<file path="config.mk">
export PLATFORM = sky130hd
export DESIGN_NAME = tpp_mul
export DESIGN_NICKNAME = d
export VERILOG_FILES = /design/src/rtl/tpp_mul.sv
export SDC_FILE = /design/constraint.sdc
export NUM_CORES = 2
export LEC_CHECK = 0
export ABC_AREA = 1
export BUFFER_PORTS_ARGS = -buffer_cell sky130_fd_sc_hd__buf_2
export CAP_MARGIN = 20
export CORE_MARGIN = 2
export CORE_UTILIZATION = 60
export CTS_CLUSTER_SIZE = 40
export DETAILED_ROUTE_END_ITERATION = 12
export GPL_TIMING_DRIVEN = 1
export PLACE_DENSITY = 0.87
export SYNTH_ARGS = -nofsm -noshare
export SYNTH_HDL_FRONTEND = slang
export SYNTH_SLANG_ARGS = --single-unit
</file>
<file path="constraint.sdc">
create_clock -name clk -period 17.9 [get_ports clk]
set_input_delay 0 -clock clk [delete_from_list [all_inputs] [get_ports clk]]
set_output_delay 0 -clock clk [all_outputs]
set_load 0.05 [all_outputs]
</file>
<file path="src/rtl/tpp_mul.sv">
module tpp_mul (
  input  logic        clk,
  input  logic [31:0] op_a,
  input  logic [31:0] op_b,
  output logic [63:0] prod
);

  logic [63:0] prod_r;

  always_ff @(posedge clk) begin
    prod_r <= 64'(op_a) * 64'(op_b);
  end

  assign prod = prod_r;

endmodule

</file>
==> flow_metrics.env <==
export IMPL_status="finished clean"
export IMPL_largest_reg_flops=64
export IMPL_critPathMaxFanout=32
export IMPL_drc_errors=0
export IMPL_slew_viol_final=0
export IMPL_wl_per_cell_um=16.8
export IMPL_yosys_warnings=0
export IMPL_yosys_area_share_simple=0.188
export IMPL_clock_root_buffer="clkbuf_16"
export IMPL_ant_nets=0
export IMPL_synthMuxAreaShare=0
export IMPL_cts_hold_buf=0
export IMPL_io_pins=129
export IMPL_synth_compound_area_share=0.00853
export IMPL_rsz0062_at_grt="no"
export IMPL_numCtsBuffers=9
export IMPL_avgSynthCellArea_um2=7.45
export IMPL_core_um2=61700
export IMPL_synth_xor_xnor_area_share=0.00820
export IMPL_drive_gt1_frac=0.0426
export IMPL_row_count=91
export IMPL_drt_total_wl_um=98000
export IMPL_routed_via_density=5.21
export IMPL_drt_pass1_iterations=8
export IMPL_grt_total_usage=0.321
export IMPL_max_clock_freq_mhz=151
export IMPL_fillers=5133
export IMPL_clkSinkCount=64
export IMPL_worstHoldPathType="primary input to register"
export IMPL_maxSlewHeadroom=0.400
export IMPL_hold_viol_final=0
export IMPL_period_needed_ps=6640
export IMPL_cp_common_cell="nand2_1"
export IMPL_cts_setup_buffers=0
export IMPL_cts_tree="built"
export IMPL_setup_worst_path_end_class="register"
export IMPL_synthesis_area_um2=37400
export IMPL_portBuffers=128
export IMPL_worst_hold_slack_ps=188
export IMPL_max_stage_delay_ps=650
export IMPL_cp_arrival_ps=6870
export IMPL_grt_pass1_wl_um=163000
export IMPL_fin_cells=5819
export IMPL_post_route_period_util=0.371
export IMPL_setup_viol=0
export IMPL_tns_ps=0
export IMPL_place_congestion=1.00
export IMPL_num_vias=30300
export IMPL_cp_required_ps=18130
export IMPL_cts_resized_gates=0
export IMPL_syn_to_final_growth_pct=3.62
export IMPL_initial_utilization=0.606
export IMPL_drt_first_iter_violations=2900
export IMPL_path_class="primary input to register"
export IMPL_grt_max_degree=33
export IMPL_netlist_instances=5023
export IMPL_antenna_found_initial=5
export IMPL_ys_ff_latch=64
export IMPL_worst_pin_slew_ps=900
export IMPL_clockBufferDepth=2
export IMPL_cts_htree_levels=3
export IMPL_die_w_um=254
export IMPL_synth_top_family_by_area="adder cells"
export IMPL_worst_path_buf_inv=6
export IMPL_critPathTopFamily="adder cells"
export IMPL_synthAdderAreaFrac=0.568
export IMPL_ys_types=23
export IMPL_critPathSlowestCell="buf_2"
export IMPL_start_kind="primary input"
export IMPL_synth_nets=6247
export IMPL_grt_overflow=0
export IMPL_dpl_hpwl_um=82300
export IMPL_dp_cells=5800
export IMPL_die_area_um2=64300
export IMPL_nets=6198
export IMPL_path_clk_slew_ps=60
export IMPL_grt_pass1_vias=32700
export IMPL_cap_violations=0
export IMPL_ys_seq_area_frac=0.0343
export IMPL_dieHeight_um=254
==> per-stage QoR <==
| stage | util | setup slack (ps) | cell area [µm²] |
|---|---|---|---|
| floorplan | - | 12090 | 37400 |
| global placement | 0.622 | 11010 | 38400 |
| detailed placement | 0.622 | 10970 | 38400 |
| CTS | 0.628 | 11320 | 38700 |
| global route | 0.628 | 10980 | 38800 |
| finish | 0.628 | 11260 | 38800 |
==> synthesized netlist by cell type (all sizes together) <==
| cell type | number | share of area |
|---|---|---|
| nor2 | 101 | 0.012 |
| xor2 | 33 | 0.0077 |
| nand4 | 16 | 0.0027 |
| xnor2 | 2 | 0.00047 |
| clkbuf | 192 | 0.019 |
| o21bai | 12 | 0.0025 |
| nand3 | 65 | 0.0099 |
| inv | 1735 | 0.17 |
| nand2 | 1581 | 0.16 |
| o21ai | 2 | 0.00027 |
| dfxtp | 64 | 0.034 |
| fa | 896 | 0.48 |
| nor3 | 18 | 0.0035 |
| a21oi | 43 | 0.0058 |
| ha | 263 | 0.088 |
==> cells in the final DEF (no fill, tap or decap), types with 4 or more instances in the layout <==
master	count
nand2_1	1566
nor2_4	6
o21bai_1	11
nor2_2	14
nor3_2	6
a21oi_1	43
nor2_1	81
nand3_1	56
nor3_1	11
nand4_1	16
nand2_2	15
ha_1	263
dfxtp_1	64
buf_2	128
nand3_2	9
xor2_1	33
inv_2	12
clkbuf_16	9
inv_1	1723
fa_1	896
buf_4	4
==> metal layers <==
layer / vias up / GRT usage / wire, µm
li1: 13500 / - / -
met1: 14700 / 0.397 / 35800
met2: 1642 / 0.558 / 48600
met3: 418 / 0.0448 / 8380
met4: 4 / 0.152 / 5180
met5: - / 0 / 19
==> area by class of cell <==
class                           instances  area (µm²)  area share
Multi-Input combinational cell       3032       28900       0.745
Inverter                             1735        6510       0.168
Sequential cell                        64        1280      0.0331
Tap cell                              837        1050      0.0270
Timing Repair Buffer                  132         671      0.0173
Clock buffer                            9         225     0.00581
Clock inverter                          7         125     0.00323
Antenna cell                            3        7.51    0.000194
==> logic make-up (layout without fill, tap and decap cells) <==
| family | Yosys count | count (layout) |
|---|---|---|
| AOI/OAI and AO/OA | 57 | 57 |
| xor gates and xnor gates | 35 | 35 |
| adders and majority gates | 1159 | 1159 |
| buffers and inverters | 1927 | 1883 |
| DFF | 64 | 64 |
| other | 0 | 3 |
| and+or+nand+nor | 1781 | 1781 |
==> path summary, 6_finish.rpt <==
path	start	cells after the start	to
worst max-delay path	op_a[25]	26	prod[60]
worst min-delay path	op_b[0]	4	prod[0]
Power is left out: the tool's default activity adds up to more than one toggle a clock period on the data nets, which glitch-free logic cannot reach.
