$ cat src/rtl/tpp_div.sv
module tpp_div #(
  parameter int DW = 57
) (
  input  logic          clk,
  input  logic          rst_n,
  input  logic          start,
  input  logic [DW-1:0] dividend,
  input  logic [31:0]   divisor,
  output logic          done,
  output logic [DW-1:0] quotient
);

  localparam int CW = $clog2(DW + 1);

  logic [DW-1:0] q_r;
  logic [31:0]   rem_r;
  logic [CW-1:0] cnt_r;
  logic          busy_r;
  logic          done_r;

  logic [32:0] trial;
  logic [32:0] diff;
  logic        ge;

  // one quotient bit per cycle, restoring form
  assign trial = {rem_r, q_r[DW-1]};
  assign diff  = trial - {1'b0, divisor};
  assign ge    = trial >= {1'b0, divisor};

  always_ff @(posedge clk) begin
    if (!rst_n) begin
      busy_r <= 1'b0;
      done_r <= 1'b0;
      cnt_r  <= '0;
    end else begin
      done_r <= 1'b0;
      if (start) begin
        q_r    <= dividend;
        rem_r  <= '0;
        cnt_r  <= CW'(DW);
        busy_r <= 1'b1;
      end else if (busy_r) begin
        q_r   <= {q_r[DW-2:0], ge};
        rem_r <= ge ? diff[31:0] : trial[31:0];
        cnt_r <= cnt_r - CW'(1);
        if (cnt_r == CW'(1)) begin
          busy_r <= 1'b0;
          done_r <= 1'b1;
        end
      end
    end
  end

  assign done     = done_r;
  assign quotient = q_r;

endmodule

$ cat config.mk
export PLATFORM = sky130hd
export DESIGN_NAME = tpp_div
export DESIGN_NICKNAME = d
export VERILOG_FILES = /design/src/rtl/tpp_div.sv
export SDC_FILE = /design/constraint.sdc
export NUM_CORES = 1
export LEC_CHECK = 0
export ABC_AREA = 1
export BUFFER_PORTS_ARGS = -buffer_cell sky130_fd_sc_hd__buf_2
export CELL_PAD_IN_SITES_DETAIL_PLACEMENT = 0
export CELL_PAD_IN_SITES_GLOBAL_PLACEMENT = 1
export CORE_AREA = 2 2 195 101
export CTS_CLUSTER_DIAMETER = 30
export DETAILED_ROUTE_END_ITERATION = 16
export DIE_AREA = 0 0 197 103
export GPL_ROUTABILITY_DRIVEN = 1
export MAX_ROUTING_LAYER = met4
export PLACE_DENSITY_LB_ADDON = 0.1
export SYNTH_ARGS = -nofsm -noshare
export SYNTH_HDL_FRONTEND = slang
export SYNTH_SLANG_ARGS = --single-unit
$ cat constraint.sdc
create_clock -name clk -period 8.9 [get_ports clk]
set_input_delay 1.78 -clock clk [delete_from_list [all_inputs] [get_ports clk]]
set_output_delay 1.78 -clock clk [all_outputs]
set_load 0.02 [all_outputs]
==> results.txt <==
unrepaired setup endpoints after global routing = no
GP Congestion = 0.9042
Rows = 36
drt pass-1 iters = 5
post-DP HPWL = 16.94 mm
Slowest-stage cell, CP = buf_4
global-route usage over all layers = 22.69%
run status = finished, final reports clean
Final Skew = 0.006195 ns
worst slew pin tran = 1.016 ns
fmax = 221.5 MHz
Crit path largest cell delay = 0.83 ns
CTS Sinks = 97
Initial Util = 38.94%
ranking of synthesized cells by area = edfxtp_1, nand2_1, inv_1
routed length per instance = 15.33 µm
area grow syn2layout = 17.00%
Post-synth top cells = nand2_1, inv_1, edfxtp_1, nor2_1, ha_1
# fillers = 2025
Worst VDD drop = 0.09909 mV
Setup CP Type = input port to flop
drt total wl = 22.20 mm
first-pass GRT wire length = 33.13 mm
Rel. slew slack = 32.28%
Power Dens Cells = 170.6 nW/µm²
Pint = 0.9474 mW
vias in the first global route = 5812
cell repeated most along the worst path = buf_4
Num CTS Buffers = 9
Fin Setup TNS = 0 ns
CP endpoint kind = flop
share of synthesized registers carrying an async set or reset = 0%
post-place setup slack = 3.991 ns
CP arrival = 4.49 ns
Synthesized Nets = 1184
width of the die = 197 µm
Post-synth EDFFs = 89
WP buf/inv = 4
Avg Cell Area, Syn = 6.937 µm²
die area = 20290 µm²
max_cap viols = 0
H-tree levels = 3
synth warn = 0
Final min period = 4.515 ns
DR vias = 6777
DRT iter0 DRCs = 531
post-synth top area share = 36.45%
Gate power share = 31.8%
Final WS setup = 4.385 ns
LEAKAGE = 4.614 nW
Yosys top cell by area = edfxtp_1
Root Buffer = clkbuf_16
Setup Fix Bufs, Post-CTS = 0
CP Cell Sequence = buf_2, buf_4, inv_2, a21oi_4, buf_4
antenna viol nets, final = 0
Post-Synthesis Cells = 1057
share of layout cells above drive strength 1 = 18.33%
DRC Markers = 0
Seq/Total Area, Yosys = 38.63%
core area = 18830 µm²
final setup vio count = 0
switching share of power = 35.28%
Worst-Skew Late Latency = 0.35 ns
synth unique cells = 38
synthesized area = 7332 µm²
nets = 1322
Clk pwr share = 29.4%
CP top delay family = buffers and inverters
Min-Delay Path Class = flop to flop
Reg power frac = 38.7%
pin count of the biggest net entering global routing = 76
most common cell in the netlist = nand2_1
hold buffer count at CTS = 0
Sw Pwr = 0.5164 mW
Slew Limit Fails = 0
CTS resizes = 0
final period utilization = 50.73%
IO Pins = 150
grt ovf = 0
initial antenna violation count = 1
Critical Path RT = 8.88 ns
Clock Tree Buf Depth = 2
CTS clock-pin slew for the worst setup and hold paths = 0.07 ns
endpoints failing hold = 0
Buffers on Ports = 149
vias per cell = 4.680
Die Y = 103 µm
Top FF cell, synth = edfxtp_1
CTS tree = done
CP max FO = 75
startpoint class of the critical path = input port
Seq cells post-synth = 97
[worst min-delay path: cells and delay by family, from the launching register on]
family | cells | cell delay [ns]
flops | 1 | 0.32
simple gates | 1 | 0.06
compound gates | 1 | 0.06
[state kept, by name, summed over array words and instances, names as in the netlist]
register  count
quotient     57
rem_r        32
cnt_r         6
busy_r        1
done          1
[power by group through the flow]
stage	clock network (mW)	registers [mW]	logic (mW)
after floorplan	0	0.597	0.309
after detailed placement	0	0.576	0.460
after global routing	0.457	0.571	0.523
final	0.431	0.567	0.466
after global placement	0	0.576	0.459
after CTS	0.442	0.567	0.462
[cell type report]
class	count	area, µm²	share of cell area (%)
timing repair buffer	152	768.2	8.956
multi-input combinational	754	3657	42.63
clock inverter	6	90.09	1.050
tap	247	309.0	3.603
inverter	181	689.4	8.037
antenna	1	2.502	0.02917
sequential	97	2833	33.02
clock buffer	10	229.0	2.669
[layout by cell type, fill, tap and decap left out, drive strengths merged, types with 2 or more instances in the layout]
cell type	instances
nand2	469
inv	182
buf	152
nor2	119
edfxtp	89
ha	34
nand3	34
nand3b	27
a21oi	19
xor2	15
clkbuf	10
nand4	9
and2	8
dfxtp	8
nor3	6
o21ai	4
clkinv	3
a31oi	2
bufinv	2
[layer usage]
metal  wire [µm]  global-route usage [%]  up-vias  part of all wire [%]
met5           0                       -        -                     0
met4         103                   2.776        0                  0.46
met3        1515                   4.482        9                   6.8
met2        7792                   26.26      172                    35
met1       12790                   38.34     3076                    58
li1            -                       -     3520                     -
[worst paths after layout]
check	startpoint	endpoint	slack [ns]	depth (start not counted)
worst min-delay path	cnt_r[5]$_SDFFE_PN0N_	cnt_r[5]$_SDFFE_PN0N_	0.49	2
worst min register to register	cnt_r[5]$_SDFFE_PN0N_	cnt_r[5]$_SDFFE_PN0N_	0.49	2
worst max register to register	rem_r[5]$_SDFFCE_PP0P_	rem_r[7]$_SDFFCE_PP0P_	6.10	14
worst max-delay path	start	quotient[5]$_DFFE_PP_	4.39	5
[cell families (layout without fill, tap and decap cells)]
logic type	Yosys count	after routing	share of synthesized area, %
DFF	97	97	38.63
other	0	1	0
buffers and inverters	206	349	11.64
xor gates and xnor gates	16	16	1.911
and+or+nand+nor	674	674	39.54
AOI/OAI and AO/OA	29	29	2.201
adders and majority gates	35	35	6.075
[stage by stage]
stage          hold WS [ns]  power, mW  cells  instance area [µm²]  util, %
3_3_place_gp         0.4651      1.036   1431                 8257    43.85
4_1_cts              0.4886      1.471   1447                 8576    45.55
6_report             0.4865      1.464   1448                 8578    45.56
3_5_place_dp         0.4762      1.036   1431                 8257    43.85
5_1_grt              0.5045      1.550   1448                 8578    45.56
2_1_floorplan        0.4465     0.9060   1057                 7332        -
No activity file was read; power rests on OpenSTA's default activity.
